===== config.mk =====
export PLATFORM = sky130hd
export DESIGN_NAME = multi_slot_periodic_timer
export DESIGN_NICKNAME = d
export VERILOG_FILES = /design/src/hw/rtl/mspt_pkg.sv /design/src/hw/rtl/mspt_alu.sv /design/src/hw/rtl/mspt_core.sv /design/src/hw/rtl/multi_slot_periodic_timer.sv
export SDC_FILE = /design/constraint.sdc
export NUM_CORES = 1
export LEC_CHECK = 0
export BUFFER_PORTS_ARGS = -buffer_cell sky130_fd_sc_hd__buf_2
export CELL_PAD_IN_SITES_DETAIL_PLACEMENT = 1
export CELL_PAD_IN_SITES_GLOBAL_PLACEMENT = 1
export CORE_MARGIN = 4
export CORE_UTILIZATION = 53
export DETAILED_ROUTE_END_ITERATION = 10
export PLACE_DENSITY = 0.81
export SLEW_MARGIN = 25
export SYNTH_ARGS = -nofsm -noshare
export SYNTH_HDL_FRONTEND = slang
export SYNTH_SLANG_ARGS = --single-unit

===== constraint.sdc =====
create_clock -name aclk -period 8.3 [get_ports aclk]
set_input_delay 0.415 -clock aclk [delete_from_list [all_inputs] [get_ports aclk]]
set_output_delay 0.415 -clock aclk [all_outputs]
set_load 0.01 [all_outputs]

===== src/hw/rtl/mspt_pkg.sv =====
// ----------------------------------------------------------------------------
// mspt_pkg
// shared constants, codes and types of the multi-slot periodic timer
// ----------------------------------------------------------------------------
package mspt_pkg;

    localparam int NUM_SLOTS   = 8;
    localparam int SLOT_W      = (NUM_SLOTS > 1) ? $clog2(NUM_SLOTS) : 1;
    localparam int PERIOD_W    = 26;
    localparam int REM_W       = 27;
    localparam int RATE_W      = 16;
    localparam int HANDLE_W    = 16;
    localparam int KIND_W      = 2;

    localparam logic [PERIOD_W-1:0] TICK_PERIOD = PERIOD_W'(54925);
    localparam logic [PERIOD_W-1:0] MS_TO_US    = PERIOD_W'(1000);

    // request types
    localparam logic [KIND_W-1:0] REQ_TICK   = 2'd0;
    localparam logic [KIND_W-1:0] REQ_CREATE = 2'd1;
    localparam logic [KIND_W-1:0] REQ_KILL   = 2'd2;

    // reply kinds
    localparam logic [KIND_W-1:0] REP_FIRED  = 2'd0;
    localparam logic [KIND_W-1:0] REP_CREATE = 2'd1;
    localparam logic [KIND_W-1:0] REP_KILL   = 2'd2;

    typedef struct packed {
        logic [KIND_W-1:0]   kind;
        logic [HANDLE_W-1:0] value;
        logic                last;
    } res_t;

endpackage


===== src/hw/rtl/mspt_alu.sv =====
// ----------------------------------------------------------------------------
// mspt_alu
// shared add/subtract unit for the slot counters, with a due flag
// ----------------------------------------------------------------------------
module mspt_alu
    import mspt_pkg::*;
(
    input  logic [REM_W-1:0] a,
    input  logic [REM_W-1:0] b,
    input  logic             sub,
    output logic [REM_W-1:0] y,
    output logic             le_zero
);

    assign y       = sub ? (a - b) : (a + b);
    assign le_zero = y[REM_W-1] || (y == '0);

endmodule


===== src/hw/rtl/mspt_core.sv =====
// ----------------------------------------------------------------------------
// mspt_core
// slot table and sequencer: the slots pass one after another through the shared unit
// ----------------------------------------------------------------------------
module mspt_core
    import mspt_pkg::*;
(
    input  logic                aclk,
    input  logic                aresetn,
    input  logic                timers_disabled,
    input  logic                req_valid,
    output logic                req_ready,
    input  logic [KIND_W-1:0]   req_type,
    input  logic [RATE_W-1:0]   rate_ms,
    input  logic [HANDLE_W-1:0] timer_handle,
    output logic                res_valid,
    input  logic                res_ready,
    output res_t                res
);

    localparam logic [2:0] ST_IDLE  = 3'd0;
    localparam logic [2:0] ST_SUB   = 3'd1;
    localparam logic [2:0] ST_ADD   = 3'd2;
    localparam logic [2:0] ST_EMIT  = 3'd3;
    localparam logic [2:0] ST_REPLY = 3'd4;

    localparam logic [SLOT_W-1:0] LAST_IDX = SLOT_W'(NUM_SLOTS - 1);

    logic [2:0]           state_reg, state_next;
    logic [SLOT_W-1:0]    idx_reg, idx_next;
    logic [NUM_SLOTS-1:0] active_reg, active_next;
    logic [NUM_SLOTS-1:0] fire_reg, fire_next;
    res_t                 reply_reg, reply_next;

    logic [PERIOD_W-1:0]  period_reg [NUM_SLOTS];
    logic [REM_W-1:0]     rem_reg [NUM_SLOTS];

    logic                 tbl_we;
    logic [SLOT_W-1:0]    tbl_idx;
    logic                 period_we;
    logic [PERIOD_W-1:0]  period_wdata;
    logic [REM_W-1:0]     rem_wdata;

    logic [REM_W-1:0]     alu_a, alu_b, alu_y;
    logic                 alu_sub, alu_le;

    logic                 free_found;
    logic [SLOT_W-1:0]    free_idx;
    logic [PERIOD_W-1:0]  prod;
    logic [PERIOD_W-1:0]  new_period;
    logic [HANDLE_W-1:0]  handle_m1;
    logic                 kill_ok;
    logic [NUM_SLOTS-1:0] fire_clr;
    logic [HANDLE_W-1:0]  idx_handle;

    mspt_alu u_alu (
        .a       (alu_a),
        .b       (alu_b),
        .sub     (alu_sub),
        .y       (alu_y),
        .le_zero (alu_le)
    );

    // first free slot
    always_comb begin
        free_found = 1'b0;
        free_idx   = '0;
        for (int i = NUM_SLOTS - 1; i >= 0; i--) begin
            if (!active_reg[i]) begin
                free_found = 1'b1;
                free_idx   = SLOT_W'(i);
            end
        end
    end

    assign prod       = PERIOD_W'(rate_ms) * MS_TO_US;
    assign new_period = (prod < TICK_PERIOD) ? TICK_PERIOD : prod;
    assign handle_m1  = timer_handle - HANDLE_W'(1);
    assign kill_ok    = (timer_handle != '0)
                     && (timer_handle <= HANDLE_W'(NUM_SLOTS))
                     && active_reg[handle_m1[SLOT_W-1:0]];
    assign idx_handle = HANDLE_W'(idx_reg) + HANDLE_W'(1);
    assign fire_clr   = fire_reg & ~(NUM_SLOTS'(1) << idx_reg);

    assign alu_a   = rem_reg[idx_reg];
    assign alu_sub = (state_reg == ST_SUB);
    assign alu_b   = alu_sub ? REM_W'(TICK_PERIOD) : {1'b0, period_reg[idx_reg]};

    assign req_ready = (state_reg == ST_IDLE);

    always_comb begin
        state_next   = state_reg;
        idx_next     = idx_reg;
        active_next  = active_reg;
        fire_next    = fire_reg;
        reply_next   = reply_reg;
        tbl_we       = 1'b0;
        tbl_idx      = idx_reg;
        period_we    = 1'b0;
        period_wdata = new_period;
        rem_wdata    = alu_y;
        res_valid    = 1'b0;
        res          = reply_reg;

        case (state_reg)
            ST_IDLE: begin
                if (req_valid) begin
                    case (req_type)
                        REQ_TICK: begin
                            if (!timers_disabled) begin
                                idx_next   = '0;
                                fire_next  = '0;
                                state_next = ST_SUB;
                            end
                        end
                        REQ_CREATE: begin
                            reply_next.kind  = REP_CREATE;
                            reply_next.value = '0;
                            reply_next.last  = 1'b1;
                            if (free_found) begin
                                tbl_we                = 1'b1;
                                period_we             = 1'b1;
                                tbl_idx               = free_idx;
                                rem_wdata             = {1'b0, new_period};
                                active_next[free_idx] = 1'b1;
                                reply_next.value      = HANDLE_W'(free_idx) + HANDLE_W'(1);
                            end
                            state_next = ST_REPLY;
                        end
                        REQ_KILL: begin
                            reply_next.kind  = REP_KILL;
                            reply_next.value = timer_handle;
                            reply_next.last  = 1'b1;
                            if (kill_ok) begin
                                active_next[handle_m1[SLOT_W-1:0]] = 1'b0;
                                reply_next.value = '0;
                            end
                            state_next = ST_REPLY;
                        end
                        default: begin
                        end
                    endcase
                end
            end
            ST_SUB, ST_ADD: begin
                if (state_reg == ST_ADD || active_reg[idx_reg]) begin
                    tbl_we = 1'b1;
                end
                if (state_reg == ST_SUB && active_reg[idx_reg] && alu_le) begin
                    state_next = ST_ADD;
                end else begin
                    if (state_reg == ST_ADD) begin
                        fire_next[idx_reg] = 1'b1;
                    end
                    state_next = ST_SUB;
                    if (idx_reg == LAST_IDX) begin
                        idx_next = '0;
                        if (fire_next == '0) begin
                            state_next = ST_IDLE;
                        end else begin
                            state_next = ST_EMIT;
                        end
                    end else begin
                        idx_next = idx_reg + SLOT_W'(1);
                    end
                end
            end
            ST_EMIT: begin
                res.kind  = REP_FIRED;
                res.value = idx_handle;
                res.last  = (fire_clr == '0);
                if (fire_reg[idx_reg]) begin
                    res_valid = 1'b1;
                    if (res_ready) begin
                        fire_next = fire_clr;
                        if (fire_clr == '0) begin
                            state_next = ST_IDLE;
                        end else begin
                            idx_next = idx_reg + SLOT_W'(1);
                        end
                    end
                end else begin
                    idx_next = idx_reg + SLOT_W'(1);
                end
            end
            ST_REPLY: begin
                res_valid = 1'b1;
                if (res_ready) begin
                    state_next = ST_IDLE;
                end
            end
            default: begin
                state_next = ST_IDLE;
            end
        endcase
    end

    always_ff @(posedge aclk) begin
        if (!aresetn) begin
            state_reg  <= ST_IDLE;
            idx_reg    <= '0;
            active_reg <= '0;
            fire_reg   <= '0;
        end else begin
            state_reg  <= state_next;
            idx_reg    <= idx_next;
            active_reg <= active_next;
            fire_reg   <= fire_next;
        end
    end

    always_ff @(posedge aclk) begin
        reply_reg <= reply_next;
        if (tbl_we) begin
            rem_reg[tbl_idx] <= rem_wdata;
        end
        if (period_we) begin
            period_reg[tbl_idx] <= period_wdata;
        end
    end

endmodule


===== src/hw/rtl/multi_slot_periodic_timer.sv =====
// replies: create and kill replies are registered in the core, then again in the output register
// tick: each slot takes a subtract step through the shared add/subtract unit, and an add
//   step when it is active and due, then an emit pass walks the slots up to the last one fired
// throughput: one request at a time, the sequencer holds s_tready low until done;
//   unused requests and ticks while disabled are taken from idle and give no reply
// reset: aresetn synchronous active low, clears all slots and timers_disabled
// ----------------------------------------------------------------------------
// multi_slot_periodic_timer
// table of periodic timer slots with create, kill and tick requests
// ----------------------------------------------------------------------------
module multi_slot_periodic_timer
    import mspt_pkg::*;
(
    input  logic        aclk,
    input  logic        aresetn,
    input  logic        cfg_we,
    input  logic        cfg_wdata,     // timers_disabled
    input  logic        s_tvalid,
    output logic        s_tready,
    input  logic [31:0] s_tdata,       // rate_ms[15:0], timer_handle[31:16]
    input  logic [1:0]  s_tuser,       // req_type[1:0]
    output logic        m_tvalid,
    input  logic        m_tready,
    output logic [15:0] m_tdata,       // reply_value[15:0]
    output logic [1:0]  m_tuser,       // reply_kind[1:0]
    output logic        m_tlast        // last_of_run
);

    logic disabled_reg;
    logic m_valid_reg;
    res_t out_reg;
    logic res_valid;
    logic res_ready;
    res_t res;

    assign res_ready = !m_valid_reg || m_tready;

    mspt_core u_core (
        .aclk            (aclk),
        .aresetn         (aresetn),
        .timers_disabled (disabled_reg),
        .req_valid       (s_tvalid),
        .req_ready       (s_tready),
        .req_type        (s_tuser),
        .rate_ms         (s_tdata[15:0]),
        .timer_handle    (s_tdata[31:16]),
        .res_valid       (res_valid),
        .res_ready       (res_ready),
        .res             (res)
    );

    always_ff @(posedge aclk) begin
        if (!aresetn) begin
            disabled_reg <= 1'b0;
            m_valid_reg  <= 1'b0;
        end else begin
            if (cfg_we) begin
                disabled_reg <= cfg_wdata;
            end
            if (res_ready) begin
                m_valid_reg <= res_valid;
            end
        end
    end

    always_ff @(posedge aclk) begin
        if (res_ready && res_valid) begin
            out_reg <= res;
        end
    end

    assign m_tvalid = m_valid_reg;
    assign m_tdata  = out_reg.value;
    assign m_tuser  = out_reg.kind;
    assign m_tlast  = out_reg.last;

endmodule


**Yosys cells after proc, flatten, opt, wreduce, memory -nomap -nowiden**

Memory sizes are Yosys's and may differ from the RTL's. A register that Yosys moved wholly into a read port is not among the register bits.
Index checks and enable logic that the tools add are counted.

- Output and inout port bits: 21
- Memories: 2
- Logic and storage cells: 176
- Input bits: 40
- Bits in writable memories: 424
- Bits in registers: 62

- Eq/ne operators: 21
- Multiplexer cells: 92
- Reduce and logical (&&, ||, !) cells: 27
- $mul: 1
- $lt $le $gt $ge: 8
- Shifts and indexed selects: 1
- Bitwise operators: 6
- Add/subtract/negate cells: 6

Memory list:

| name | words | width | read ports | clocked after memory_dff | write ports | RTL line | RTL |
|---|---|---|---|---|---|---|---|
| u_core.rem_reg | 8 | 27 | 1 | 1 | 1 | mspt_core.sv:36 | `logic [REM_W-1:0] rem_reg [NUM_SLOTS];` |
| u_core.period_reg | 8 | 26 | 1 | 1 | 1 | mspt_core.sv:35 | `logic [PERIOD_W-1:0] period_reg [NUM_SLOTS];` |

Operators with widths:

| operator | number |
|---|---|
| two-way mux 27 bit | 5 |
| two-way mux 3 bit | 32 |
| two-way mux 8 bit | 11 |
| two-way mux 26 bit | 2 |
| one-hot mux 19 bit (2 select lines) | 1 |
| two-way mux 16 bit | 2 |
| adder 27 bit | 1 |
| logical NOT 27 bit | 1 |
| subtractor 27 x 26 -> 27 bit | 1 |
| less-than comparator 26 x 16 -> 1 bit, second input constant | 1 |
| two-way mux 1 bit | 24 |
| one-hot mux 8 bit (3 select lines) | 1 |
| multiplier 16 x 7 -> 23 bit, second input constant | 1 |
| AND reduction 7 bit | 3 |
| two-way mux 17 bit | 1 |
| bitwise AND 8 bit | 2 |
| <= comparator 16 x 4 -> 1 bit, second input constant | 1 |
| logical NOT 8 bit | 2 |
| inverter 8 bit | 2 |
| OR 8 bit | 2 |
| one-hot mux 8 bit (2 select lines) | 1 |
| nonzero test 16 bit | 1 |
| less-than comparator 3 x 4 -> 1 bit, second input constant | 3 |
| one-hot mux 3 bit (4 select lines) | 1 |
| other kinds (30) | 60 |

**Logic depth before layout (Yosys ltp)**

- Word-level depth: 15
- Mapped depth: 27
- Mapped depth without buffers: 24

**Hierarchy**

From an unflattened synthesis, not the netlist that was laid out.

- Cells, all modules: 1,738
- Area, all modules: 24,310.8 sq um

By module, submodules not included:

| module | times used | seq. area each (sq um) | area an instance (sq um) | cells an instance |
|---|---|---|---|---|
| mspt_core | 1 | 13,292.7 | 21,453.1 | 1,387 |
| mspt_alu | 1 | 0.0 | 2,193.4 | 324 |
| multi_slot_periodic_timer | 1 | 610.6 | 664.4 | 27 |

**Worst setup path after synthesis**

Ideal clock, no wire load.

- Kind: reg2reg
- Start point: register with a tool-made name
- End point: register with a tool-made name
- Arrival time: 5.849 ns
- Stages on the path, launching flop included: 21
- Clock period less this slack: 5.928 ns
- Setup slack: 2.372 ns
- Setup time: 0.079 ns
- Required time: 8.221 ns
- Buffers on the path: 6
- Cell sequence: dfxtp_1 clkbuf_1 clkbuf_1 buf_2 buf_1 clkbuf_1 clkbuf_1 mux4_2 mux2_2 fa_1 a21o_1 a311oi_2 nor2_1 a221oi_2 or3_1 nand3_1 xor2_1 or3b_2 o31ai_4 or2_2 mux2i_1

==> flow_summary.json <==
{
  "syn-num-nets": 1933,
  "cts_hold_buf": 0,
  "seq_area_frac_synth": 0.571,
  "worstPathMaxFanout": 49,
  "critPathKind": "flop to flop",
  "clk_pin_slew_ns": 0.07,
  "dp_hpwl_microns": 43200,
  "register_area_sq_um": 13900,
  "largest_register_ffs": 216,
  "multi_input_area_sq_um": 9730,
  "htree_levels": 2,
  "hold_violations": 0,
  "worstSetupStartpointType": "flop",
  "ys_ff_latch": 472,
  "drt-total-wl_microns": 64500,
  "cts_made_buffers": 48,
  "cts_tree": "done",
  "cp.required_ns": 8.79,
  "ys.flop_type": "edfxtp_1",
  "final_cell_count_no_fill": 2455,
  "syn_inst": 1744,
  "die_area_sq_um": 49400,
  "max-vdd-ir-drop_mv": 0.188,
  "drive_gt1_frac": 0.184,
  "clkSinkCount": 472,
  "viasPerCell": 6.30,
  "clock_skew_ns": 0.0202,
  "wl_per_cell_microns": 26.3,
  "antenna_cells": 0,
  "vias": 15500,
  "grt-ovfl-total": 0,
  "die_h_microns": 222,
  "synth_area_sq_um": 24300,
  "synth_edf_count": 445,
  "async_flop_share": 0,
  "dp.cells": 2370,
  "ios": 61,
  "ys_types": 74,
  "n_fill_cell": 4335,
  "max_cap_violations": 0,
  "p_per_area_nw_per_um2": 320,
  "core_area_sq_um": 45400,
  "port_buffers": 60,
  "antenna_left": 0,
  "grt_pass1_wl_microns": 101000,
  "leakagePower_uw": 0.00946,
  "status": "completed",
  "num_rows": 78,
  "grt_pass1_vias": 16900,
  "ys_warn_count": 0,
  "slew_headroom": 0.359,
  "cts_resized": 0,
  "drv_slew": 0,
  "start_util": 0.537,
  "first_iter_violations": 1466,
  "clockBufferDepth": 3,
  "clock_latency_ns": 0.58,
  "drc": 0,
  "die_width_microns": 222,
  "gp_congestion": 0.871,
  "tightest_slew_ns": 0.956,
  "nets": 2009,
  "synthToLayoutAreaGrowth_pct": 10.9,
  "fin_crit_ns": 6.97,
  "finalSetupViolations": 0,
  "synth_top_cell_by_area": "edfxtp_1",
  "period_share": 0.840,
  "drt_pass1_iterations": 5,
  "arrival_ns": 7.46,
  "min_path_type": "input pin to flop",
  "post_cts_buffers": 0,
  "grt_max_degree": 65,
  "rsz0062_at_grt": "false",
  "setup_tns_ns": 0,
  "synthTopCellsByArea": "edfxtp_1 55%, mux4_2 9.5%, ha_1 4.8%, fa_1 4.5%, dfxtp_1 2.2%",
  "end_kind": "flop",
  "cts-root-buf": "clkbuf_16",
  "avgSynthCellArea_sq_um": 14.0,
  "synth_top_area_share": 0.549,
  "fmax_mhz": 143,
  "antenna_found_initial": 0,
  "grt_usage": 0.263
}
==> Yosys cell counts (5+ instances only) <==
cell type    n
or3_1        6
inv_1      136
mux4_2     103
o21bai_1     8
buf_2       17
a21oi_1     61
nand2b_1     9
a21o_1      16
nor2_1     118
nor3_1      40
o211ai_1     6
fa_1        55
a31oi_1     13
a21boi_0    13
nor2b_1     11
o21ai_0     76
o31ai_1      8
ha_1        94
a211oi_1     5
mux2i_1     33
nand3_1     30
nor4_1       9
xor2_1      20
o21a_1      10
nand4_1      8
xnor2_1     38
dfxtp_1     27
clkbuf_1    37
buf_1        6
o311a_1      6
and2_1      31
nand2_1    121
edfxtp_1   445
o22ai_1      7
or2_2        9
mux2_2      34
==> critical path: stages, from the launching register on <==
cell     delay (ns)
dfxtp_4        0.89
mux4_2         0.60
mux2i_1        0.40
nand2_1        0.20
inv_1          0.12
ha_1           0.15
nand2_1        0.04
or2_2          0.32
nor3_1         0.31
nand3_1        0.27
nor2_1         0.20
xor2_1         0.25
nand2_1        0.10
ha_1           0.40
a21oi_1        0.20
o21a_1         0.17
inv_1          0.05
o31ai_1        0.29
xor2_1         0.26
nor4b_1        0.35
nand4_1        0.22
o31ai_4        0.58
or2_2          0.25
mux2i_1        0.22
==> final cells by class <==
class / count / share of cell area
flip-flops and latches: 472 / 0.515
multi-input cells: 1075 / 0.360
clock buffers: 56 / 0.0464
well taps: 600 / 0.0278
inverters: 136 / 0.0189
repair buffers: 87 / 0.0186
clock inverters: 29 / 0.0125
==> final timing paths <==
path                       start      endpoint  slack [ns]  depth (start not counted)
max reg2reg                 flop          flop        1.33                         23
max                         flop          flop        1.33                         23
min                    cfg_wdata  disabled_reg        0.11                          3
min reg2reg  u_core.reply_reg[9]    m_tdata[8]        0.52                          1
==> stage by stage <==
stage               total power (uW)  worst slack, ns  cell area [sq um]  hold WS [ns]   util
floorplan                       5410             2.37              24300         0.476      -
finish                          8650             1.33              27000         0.107  0.595
global route                    9090            0.840              27000         0.108  0.595
detailed placement              6380            0.970              25400         0.511  0.560
global placement                6160             1.19              25400         0.502  0.560
CTS                             8620             1.28              27000        0.0831  0.595
==> power by group <==
| group | total (uW) | internal [uW] | leakage [uW] | switching, uW |
|---|---|---|---|---|
| Sequential | 3440 | 3400 | 0.00424 | 32.5 |
| Combinational | 2990 | 896 | 0.00446 | 2090 |
| Clock | 2220 | 1300 | 0.000765 | 922 |
==> routing by layer <==
layer / routed length, microns / track usage / vias to the layer above
li1: - / - / 6726
met1: 26400 / 0.359 / 8091
met2: 32900 / 0.453 / 555
met3: 3850 / 0.0322 / 100
met4: 1440 / 0.0686 / 0
met5: 0 / 0 / -
==> cell families after synthesis <==
| logic type | synth area share |
|---|---|
| multiplexers | 0.125 |
| flip-flops | 0.571 |
| adder cells (fa/ha/maj) | 0.0935 |
| XOR/XNOR | 0.0215 |
| buffers and inverters | 0.0316 |
| AND/OR/NAND/NOR | 0.0812 |
| AO/OA/AOI/OAI | 0.0766 |
==> layout by cell type, fill, tap and decap left out, types with 9 or more instances in the layout <==
master     instances
nor2_1           101
a21oi_1           61
nand2b_1           9
xnor2_1           37
a21boi_0          13
nor2_2            17
mux4_2           103
ha_1              94
mux2_2            34
nor3_1            40
buf_4             27
or2_2              9
xor2_1            20
edfxtp_1         445
clkbuf_16         49
a31oi_1           12
mux2i_1           33
fa_1              55
nand3_1           30
inv_1            136
and2_1            31
dfxtp_1           24
nor2b_1           10
nor4_1             9
o21ai_0           72
nand2_1          121
buf_2             60
a21o_1            16
o21a_1            10
(Power assumes the default switching activity.)
